<file path="config.mk">
export PLATFORM = sky130hd
export DESIGN_NAME = six_bit_text_codec
export DESIGN_NICKNAME = d
export VERILOG_FILES = /design/src/rtl/sbtc_pkg.sv /design/src/rtl/six_bit_text_codec.sv /design/src/rtl/sbtc_core.sv /design/src/rtl/sbtc_out.sv
export SDC_FILE = /design/constraint.sdc
export NUM_CORES = 1
export LEC_CHECK = 0
export BUFFER_PORTS_ARGS = -buffer_cell sky130_fd_sc_hd__buf_2
export CORE_ASPECT_RATIO = 1.2
export CORE_MARGIN = 2
export CORE_UTILIZATION = 45
export DETAILED_ROUTE_END_ITERATION = 16
export GPL_ROUTABILITY_DRIVEN = 0
export SLEW_MARGIN = 5
export SYNTH_ARGS = -nofsm -noshare
export SYNTH_HDL_FRONTEND = slang
export SYNTH_SLANG_ARGS = --single-unit
</file>
<file path="constraint.sdc">
create_clock -name clk_i -period 2.98 [get_ports clk_i]
set_input_delay 0.149 -clock clk_i [delete_from_list [all_inputs] [get_ports clk_i]]
set_output_delay 0.149 -clock clk_i [all_outputs]
set_load 0.1 [all_outputs]
</file>
<file path="src/rtl/sbtc_pkg.sv">
// ----------------------------------------------------------------------------
// sbtc_pkg
// Shared types and constants for the six-bit text codec.
// ----------------------------------------------------------------------------
package sbtc_pkg;

  // Offset added to every 6-bit value to make a printable character
  localparam logic [7:0] CHAR_BASE = 8'h3c;

  // Codec direction
  typedef enum logic {
    DIR_ENCODE = 1'b0,
    DIR_DECODE = 1'b1
  } dir_e;

  // One result beat
  typedef struct packed {
    logic [7:0] data;
    logic       has_data;
    logic       last;
    logic       bad_char;
  } res_t;

  // Up to two results produced by one input item
  typedef struct packed {
    res_t       r0;
    res_t       r1;
    logic [1:0] num;
  } res_pair_t;

  // Per-message state
  typedef struct packed {
    logic [1:0] group_phase;
    logic [7:0] carry_bits;
    logic       failed;
  } msg_state_t;

endpackage

</file>
<file path="src/rtl/six_bit_text_codec.sv">
// ----------------------------------------------------------------------------
// six_bit_text_codec
// Six-bit printable text codec (offset 0x3c), encode or decode by register.
// ----------------------------------------------------------------------------
// Datapath: input register, then result register. Items are paced by the
//   single result port draining the result slots; an item waits in the input
//   register until the slots are free, and may load as the last result leaves.
// Reset: asynchronous active low; clears direction to encode, message state
//   and all valid flags.
module six_bit_text_codec (
  input  logic       clk_i,
  input  logic       rst_ni,
  // Configuration: direction
  input  logic       cfg_we_i,
  input  logic       cfg_wdata_i,
  // Input stream
  input  logic       s_axis_tvalid,
  output logic       s_axis_tready,
  input  logic [7:0] s_axis_tdata,   // [7:0] data_in
  input  logic       s_axis_tlast,
  // Output stream
  output logic       m_axis_tvalid,
  input  logic       m_axis_tready,
  output logic [7:0] m_axis_tdata,   // [7:0] data_out
  output logic [1:0] m_axis_tuser,   // [0] has_data, [1] bad_char
  output logic       m_axis_tlast
);
  import sbtc_pkg::*;

  logic       in_valid_q;
  logic [7:0] in_data_q;
  logic       in_last_q;
  logic       out_free;
  logic       step;
  logic [1:0] out_cnt;
  res_pair_t  pair;
  res_t       res;

  assign step          = in_valid_q & out_free;
  assign s_axis_tready = ~in_valid_q | out_free;

  // Input register
  always_ff @(posedge clk_i or negedge rst_ni) begin
    if (!rst_ni) begin
      in_valid_q <= 1'b0;
    end else if (s_axis_tready) begin
      in_valid_q <= s_axis_tvalid;
    end
  end

  always_ff @(posedge clk_i) begin
    if (s_axis_tready && s_axis_tvalid) begin
      in_data_q <= s_axis_tdata;
      in_last_q <= s_axis_tlast;
    end
  end

  sbtc_core u_core (
    .clk_i       (clk_i),
    .rst_ni      (rst_ni),
    .cfg_we_i    (cfg_we_i),
    .cfg_wdata_i (cfg_wdata_i),
    .step_i      (step),
    .data_i      (in_data_q),
    .last_i      (in_last_q),
    .pair_o      (pair)
  );

  sbtc_out u_out (
    .clk_i   (clk_i),
    .rst_ni  (rst_ni),
    .load_i  (step),
    .pair_i  (pair),
    .free_o  (out_free),
    .count_o (out_cnt),
    .res_o   (res),
    .valid_o (m_axis_tvalid),
    .ready_i (m_axis_tready)
  );

  assign m_axis_tdata = res.data;
  assign m_axis_tuser = {res.bad_char, res.has_data};
  assign m_axis_tlast = res.last;

  // Result slots never overfill
  a_cnt_range : assert property (@(posedge clk_i) disable iff (!rst_ni)
    out_cnt != 2'd3)
    else $error("result slot count out of range");

  // A waiting input item is never dropped
  a_in_hold : assert property (@(posedge clk_i) disable iff (!rst_ni)
    (in_valid_q && !out_free) |=> in_valid_q)
    else $error("input item lost while stalled");

  // Error flag appears only on an end-only marker
  a_bad_end : assert property (@(posedge clk_i) disable iff (!rst_ni)
    (m_axis_tvalid && m_axis_tuser[1]) |-> (m_axis_tlast && !m_axis_tuser[0]))
    else $error("bad_char on a non-marker result");

  // Slots are loaded only once the previous results are drained
  a_load_free : assert property (@(posedge clk_i) disable iff (!rst_ni)
    (step && out_cnt == 2'd2) |-> 1'b0)
    else $error("result slots overwritten");

endmodule

</file>
<file path="src/rtl/sbtc_core.sv">
// ----------------------------------------------------------------------------
// sbtc_core
// Direction register, message state and the per-item encode/decode step.
// ----------------------------------------------------------------------------
module sbtc_core (
  input  logic                clk_i,
  input  logic                rst_ni,
  input  logic                cfg_we_i,
  input  logic                cfg_wdata_i,
  input  logic                step_i,
  input  logic [7:0]          data_i,
  input  logic                last_i,
  output sbtc_pkg::res_pair_t pair_o
);
  import sbtc_pkg::*;

  dir_e       dir_q;
  msg_state_t st_q, st_d;

  logic [5:0] made;
  logic [5:0] rest;
  logic [5:0] dec_v;
  logic       fail_n;
  logic       have;
  logic [7:0] dec_byte;

  // Compute results and next state for the item in the input register
  always_comb begin
    pair_o   = '0;
    st_d     = st_q;
    made     = '0;
    rest     = '0;
    dec_v    = 6'(data_i - CHAR_BASE);
    fail_n   = st_q.failed | (data_i < CHAR_BASE);
    have     = 1'b0;
    dec_byte = '0;

    if (dir_q == DIR_ENCODE) begin
      case (st_q.group_phase)
        2'd0: begin
          made = data_i[7:2];
          rest = {data_i[1:0], 4'b0000};
        end
        2'd1: begin
          made = st_q.carry_bits[5:0] | {2'b00, data_i[7:4]};
          rest = {data_i[3:0], 2'b00};
        end
        default: begin
          made = st_q.carry_bits[5:0] | {4'b0000, data_i[7:6]};
          rest = data_i[5:0];
        end
      endcase
      pair_o.r0.data     = {2'b00, made} + CHAR_BASE;
      pair_o.r0.has_data = 1'b1;
      pair_o.r1.data     = {2'b00, rest} + CHAR_BASE;
      pair_o.r1.has_data = 1'b1;
      if (st_q.group_phase[1] == 1'b0) begin
        // Partial group: flush leftover bits only on the last byte
        st_d.group_phase = st_q.group_phase + 2'd1;
        st_d.carry_bits  = {2'b00, rest};
        pair_o.num       = last_i ? 2'd2 : 2'd1;
        pair_o.r1.last   = last_i;
      end else begin
        // Group complete: two characters out
        st_d.group_phase = '0;
        st_d.carry_bits  = '0;
        pair_o.num       = 2'd2;
        pair_o.r1.last   = last_i;
      end
      if (last_i) begin
        st_d = '0;
      end
    end else begin
      st_d.failed = fail_n;
      if (!fail_n) begin
        case (st_q.group_phase)
          2'd0: begin
            st_d.carry_bits  = {dec_v, 2'b00};
            st_d.group_phase = 2'd1;
          end
          2'd1: begin
            dec_byte         = st_q.carry_bits | {6'b000000, dec_v[5:4]};
            have             = 1'b1;
            st_d.carry_bits  = {dec_v[3:0], 4'b0000};
            st_d.group_phase = 2'd2;
          end
          2'd2: begin
            dec_byte         = st_q.carry_bits | {4'b0000, dec_v[5:2]};
            have             = 1'b1;
            st_d.carry_bits  = {dec_v[1:0], 6'b000000};
            st_d.group_phase = 2'd3;
          end
          default: begin
            dec_byte         = st_q.carry_bits | {2'b00, dec_v};
            have             = 1'b1;
            st_d.carry_bits  = '0;
            st_d.group_phase = 2'd0;
          end
        endcase
      end
      if (last_i) begin
        // Last item always ends with exactly one result
        pair_o.num         = 2'd1;
        pair_o.r0.last     = 1'b1;
        pair_o.r0.bad_char = fail_n;
        pair_o.r0.has_data = have;
        pair_o.r0.data     = have ? dec_byte : 8'h00;
        st_d               = '0;
      end else begin
        pair_o.num         = {1'b0, have};
        pair_o.r0.has_data = 1'b1;
        pair_o.r0.data     = dec_byte;
      end
    end
  end

  // Direction register; any write starts a new message
  always_ff @(posedge clk_i or negedge rst_ni) begin
    if (!rst_ni) begin
      dir_q <= DIR_ENCODE;
      st_q  <= '0;
    end else if (cfg_we_i) begin
      dir_q <= dir_e'(cfg_wdata_i);
      st_q  <= '0;
    end else if (step_i) begin
      st_q  <= st_d;
    end
  end

endmodule

</file>
<file path="src/rtl/sbtc_out.sv">
// ----------------------------------------------------------------------------
// sbtc_out
// Two-slot result register that drains one result beat per cycle while the output is ready.
// ----------------------------------------------------------------------------
module sbtc_out (
  input  logic                clk_i,
  input  logic                rst_ni,
  input  logic                load_i,
  input  sbtc_pkg::res_pair_t pair_i,
  output logic                free_o,
  output logic [1:0]          count_o,
  output sbtc_pkg::res_t      res_o,
  output logic                valid_o,
  input  logic                ready_i
);
  import sbtc_pkg::*;

  res_t       slot0_q, slot0_d;
  res_t       slot1_q, slot1_d;
  logic [1:0] cnt_q, cnt_d;
  logic       pop;

  assign valid_o = (cnt_q != 2'd0);
  assign pop     = valid_o & ready_i;
  // Empty by the next edge: safe to load a new pair
  assign free_o  = (cnt_q == 2'd0) || ((cnt_q == 2'd1) && ready_i);
  assign res_o   = slot0_q;
  assign count_o = cnt_q;

  // Load a new pair or shift the second slot forward
  always_comb begin
    slot0_d = slot0_q;
    slot1_d = slot1_q;
    cnt_d   = cnt_q;
    if (load_i) begin
      slot0_d = pair_i.r0;
      slot1_d = pair_i.r1;
      cnt_d   = pair_i.num;
    end else if (pop) begin
      slot0_d = slot1_q;
      cnt_d   = cnt_q - 2'd1;
    end
  end

  always_ff @(posedge clk_i or negedge rst_ni) begin
    if (!rst_ni) begin
      cnt_q <= '0;
    end else begin
      cnt_q <= cnt_d;
    end
  end

  always_ff @(posedge clk_i) begin
    slot0_q <= slot0_d;
    slot1_q <= slot1_d;
  end

endmodule

</file>
==> impl_metrics.ini, run 1 <==
[outcome]
outcome = complete, no violations

[yosys]
postSynthCellCount = 239
ys_seq_area_frac = 0.513
ys_ff_latch = 44
synth_largest_area_cell = edfxtp_1
synth_area_leaders = edfxtp_1 (36%), dfrtp_1 (15%), ha_1 (5.1%)
synth_edf_count = 29
synth_warnings = 0
ys.flop_type = edfxtp_1
avgSynthCellArea_um2 = 10.2
async_flop_share = 0.341
yosysTopAreaCellShare = 0.358
synth_cell_type_count = 49
netlist_area_um2 = 2430
syn_nets = 264

[setup_path]
slowest_stage = dfrtp_1
critical_path_class = reg2reg
critPathBufInv = 1
cp-end-kind = flip-flop
crit_top_cell = ha_1
cp.required_ns = 3.03
path_max_fanout = 12
crit_arrival_ns = 2.47
setup.worst_path.start_class = flip-flop
cpPeakStageDelay_ns = 0.46
cp_top_family = adder cells
critical_path.cell_chain = inv_1, ha_1, mux2i_1, and2_1, ha_1, xor2_1, o32ai_1, mux2_2

[power]
ir_worst_vdd_v = 0.000392
power_density_nw_per_um2 = 1200
p_leak_nw = 1.12

[floorplanning]
start_util = 0.462
dieArea_um2 = 6010
die_w_um = 71.1
die_h_um = 84.5
rows = 29
core_um2 = 5260
boundaryPins = 28

[clocking]
cts_resized = 0
h-tree-depth = 2
clock_sinks = 44
worstSkewPairLatency_ns = 0.29
cts_root_buf = clkbuf_8
cts_max_path_buffers = 2
cts_tree = done
cts_buffers = 5
clk_pin_slew_worst_paths_ns = 0.08

[layout]
area_growth_syn_to_layout_pct = 11.4
drive_gt1_frac = 0.169
postLayoutCoreUtil = 0.514
final_cells = 329
diodes = 0
nets = 291

[sta]
setup_viol = 0
finalClockSkew_ns = 0.00440
final_hold_viol_count = 0
min_period_ns = 2.42
rsz0062_at_grt = false
fin_ws_ns = 0.563
slew_viol_final = 0
slew_headroom = 0.446
fmax_mhz = 414
worst_slew_pin_slew_ns = 0.832
finalCritPeriodShare = 0.811
holdWs_ns = 0.0275
tns_ns = 0

[global_routing]
grt_pass1_vias = 1832
grt_usage = 0.195
grt_first_pass_wirelength_um = 9090
grt.overflow.total = 0
grt_max_degree = 26
antenna_found_initial = 0

[min_path]
hp-class = in2reg

[drt]
drc = 0
viasPerCell = 5.88
ant_nets = 0
drtIter0Drc = 125
drt-total-wl_um = 5560
dr.pass1.iters = 5
vias = 1934
wire_per_inst_um = 16.9

[place]
io_buffer_count = 27
place_hpwl_um = 4090
dp_cells = 320
post-place-ws_ns = 0.601

[run]
cap_violations = 0
[sequential cells by signal, indices dropped and copies added, names as in the netlist]
name,flops
u_core.st_q,11
u_out.res_o,11
in_data_q,8
u_out.slot1_q,9
in_valid_q,1
u_core.dir_q,1
u_out.count_o,2
in_last_q,1
[logic make-up (layout without fill, tap and decap cells)]
| group | count (synthesis) | after routing | share of synthesized area |
|---|---|---|---|
| AOI/OAI and AO/OA | 72 | 72 | 0.197 |
| xor gates and xnor gates | 5 | 5 | 0.0180 |
| adders and majority gates | 10 | 10 | 0.0515 |
| buffers and inverters | 27 | 55 | 0.0494 |
| DFF | 44 | 44 | 0.513 |
| muxes | 6 | 6 | 0.0263 |
| and+or+nand+nor | 75 | 75 | 0.145 |
[per-stage QoR]
stage,total power [mW],cell area [um^2]
after floorplan,2.53,2430
after CTS,3.25,2710
after global placement,2.88,2620
after detailed placement,2.88,2620
after global routing,3.44,2710
final,3.24,2710
[layout make-up]
type | count | area, um^2
clock buffers | 7 | 76.3
clock inverters | 1 | 3.75
fillers | 492 | 2550
inverters | 13 | 48.8
multi-input cells | 168 | 1060
flip-flops and latches | 44 | 1250
well taps | 62 | 77.6
repair buffers | 34 | 190
[final timing paths]
kind	from	end	slack [ns]	cells past startpoint
worst max-delay path	u_core.st_q[10]	u_out.res_o[7]	0.56	8
worst min-delay path	s_axis_tlast	in_last_q	0.03	1
worst max register to register	u_core.st_q[10]	u_out.res_o[7]	0.56	8
worst min register to register	u_core.st_q[8]	u_core.st_q[8]	0.48	2
max in group asynchronous	rst_ni	u_core.dir_q	2.43	2
min in group asynchronous	rst_ni	in_valid_q	0.29	2
[worst register-to-register path: stages (launching register included)]
cell	delay (ns)
dfrtp_1	0.46
inv_1	0.14
ha_1	0.45
mux2i_1	0.23
and2_1	0.17
ha_1	0.19
xor2_1	0.14
o32ai_1	0.10
mux2_2	0.30
[report_power, final]
| part | internal [mW] | switching, mW |
|---|---|---|
| clock | 0.163 | 0.195 |
| sequential | 0.934 | 0.139 |
| combinational | 0.487 | 1.32 |
| total | 1.58 | 1.66 |
[synthesized netlist by cell type (all sizes together) (5+ instances only)]
| cell type | count |
|---|---|
| nor2 | 22 |
| o21ai | 21 |
| a21oi | 18 |
| a31oi | 5 |
| buf | 9 |
| edfxtp | 29 |
| dfrtp | 15 |
| ha | 10 |
| nor3 | 8 |
| nand2 | 21 |
| inv | 13 |
| nand3 | 6 |
| clkbuf | 5 |
[placed cells by master (no fill, tap or decap), drive strengths merged, types with 5 or more instances in the layout]
master,instances
nand3,6
a31oi,5
nor2,22
edfxtp,29
a21oi,18
nand2,21
ha,10
nor3,8
dfrtp,15
buf,33
inv,13
o21ai,21
clkbuf,7
[routing by layer]
metal	GRT usage	vias up	share of wire	routed length, um
met1	0.259	915	0.43	2410
met4	0.0635	0	0.020	113
met2	0.322	71	0.49	2730
met5	0	-	0	0
li1	-	932	-	-
met3	0.0360	16	0.054	300
[timing repair]
| item | CTS | global route |
|---|---|---|
| buffers inserted | 0 | 0 |
| hold endpoints to repair | 15 | 0 |
| hold buffers | 1 | 0 |
(Power assumes the default switching activity.)
==> inputs of run 2 (changes only) <==
clock period = 2.3 ns   (was 2.98 ns; I/O delays follow)
==> run 2 against run 1 <==
Worst hold slack lost 0.022 ns. Register-to-register slack lost 0.39 ns. Critical path type unchanged. Largest cell class unchanged. Sequential power grew 26%. Global-route usage grew 1.4 points. Via count grew 5.0%. Sequential share of layout area shrank 3.2 points. Critical endpoint is now u_out.slot1_q[8]. Critical path depth is the same. Combinational power grew 41%.
==> impl_metrics.ini, run 2 (synthesis results as in run 1) <==
[floorplanning]
dieArea_um2 = 6010
start_util = 0.462
core_um2 = 5260
rows = 29
boundaryPins = 28
die_w_um = 71.1
die_h_um = 84.5

[global_routing]
met3_usage = 0.0312
met1_usage = 0.263
grt_pass1_vias = 1960
met2_usage = 0.350
grt_first_pass_wirelength_um = 9710
grt_max_degree = 18
grt.overflow.total = 0
grt.busiest_layer = met2
grt_usage = 0.209
antenna_found_initial = 0

[layout]
nets = 307
mostFrequentLayoutCells = edfxtp_1 (29), buf_2 (27), nor2_1 (22)
postLayoutCoreUtil = 0.553
final_common_cell = edfxtp_1
final_cells = 345
diodes = 0
drive_gt1_frac = 0.201
nFillCells = 459
area_growth_syn_to_layout_pct = 19.8

[clocking]
cts_buffers = 5
cts_setup_buffers = 0
cts_root_buf = clkbuf_8
clock_sinks = 44
cts_tree = done
cts_max_path_buffers = 2
clk_pin_slew_worst_paths_ns = 0.09
worstSkewPairLatency_ns = 0.30
h-tree-depth = 2

[sta]
slew_headroom = 0.663
finalClockSkew_ns = 0.00930
min_period_ns = 2.13
holdWs_ns = 0.00544
slew_viol_final = 0
fmax_mhz = 470
rsz0062_at_grt = true
setup_viol = 0
final_hold_viol_count = 0
finalCritPeriodShare = 0.925
worst_slew_pin_slew_ns = 0.506

[drt]
drc = 0
drtIter0Drc = 141
drt-total-wl_um = 5930
ant_nets = 0
viasPerCell = 5.89
vias = 2031
wire_per_inst_um = 17.2
dr.pass1.iters = 4

[place]
io_buffer_count = 27
place_hpwl_um = 4380
dp_cells = 327

[power]
power_density_nw_per_um2 = 1510
p_leak_nw = 1.22
fin_total_pwr_mw = 4.40
ir_worst_vdd_v = 0.000540

[outcome]
outcome = complete, no violations

[setup_path]
cp-end-kind = flip-flop
critPathLaunch = u_core.st_q[10]
r2r_cells = 8
critical_path_class = reg2reg
crit_arrival_ns = 2.18
worstReg2RegStart = u_core.st_q[10]
cp.required_ns = 2.35
setup.worst_path.start_class = flip-flop
path_max_fanout = 13

[min_path]
hp-class = in2reg
hp-start = s_axis_tvalid
hold_path_depth = 2

[run]
cap_violations = 0
run 2: cell count changes in the layout (fill, tap and decap cells not counted), moves of 2 or more:
| cell | previous run | this run |
|---|---|---|
| dlygate4sd3_1 | 1 | 10 |
| buf_4 | 6 | 10 |
| buf_12 | 0 | 3 |
| clkbuf_1 | 2 | 0 |
| clkinv_2 | 0 | 2 |
run 2: power breakdown:
| part | total [mW] | switching (mW) | internal (mW) | leakage, nW |
|---|---|---|---|---|
| Sequential | 1.35 | 0.145 | 1.21 | 0.478 |
| Combinational | 2.56 | 1.80 | 0.757 | 0.693 |
| Clock | 0.484 | 0.273 | 0.212 | 0.0479 |
run 2: final timing paths:
| path | endpoint | slack (ns) |
|---|---|---|
| setup / recovery | u_out.slot1_q[8] | 0.17 |
| setup reg to reg | u_out.slot1_q[8] | 0.17 |
| hold reg to reg | u_core.st_q[8] | 0.50 |
| min in group asynchronous | u_core.st_q[0] | 0.24 |
| max in group asynchronous | u_core.st_q[4] | 1.79 |
| hold / removal | in_valid_q | 0.005 |
run 2: routing by layer:
layer  part of all wire  wire length (um)
met5                  0                 0
met4              0.031               183
met3              0.050               298
met2               0.50              2970
met1               0.42              2480
run 2: layout make-up:
class / instances / area, um^2 / share of cell area
multi-input cells: 168 / 1080 / 0.371
flip-flops and latches: 44 / 1250 / 0.428
well taps: 62 / 77.6 / 0.0266
clock buffers: 5 / 68.8 / 0.0236
clock inverters: 3 / 18.8 / 0.00645
repair buffers: 50 / 370 / 0.127
inverters: 13 / 48.8 / 0.0168
run 2: per-stage QoR:
| stage | setup TNS (ns) | setup slack (ns) | area [um^2] |
|---|---|---|---|
| finish | 0 | 0.173 | 2910 |
| global route | -0.0123 | -0.0123 | 2910 |
| CTS | 0 | 0.0733 | 2890 |
| detailed placement | 0 | 0.0851 | 2710 |
| global placement | 0 | 0.173 | 2710 |
| floorplan | 0 | 0.167 | 2430 |
run 2: timing repair:
| action | in CTS | in global routing |
|---|---|---|
| hold buffers | 10 | 0 |
| hold endpoints to repair | 24 | 0 |
| setup endpoints to repair | 0 | 3 |
| gates resized for setup | 0 | 3 |
run 2: worst max-delay path, stage by stage (launching register included):
cell     delay [ns]
dfrtp_1        0.39
inv_1          0.13
ha_1           0.30
buf_4          0.24
nor2_1         0.09
a221o_1        0.39
nor3_2         0.14
xor2_1         0.15
nor2_1         0.05
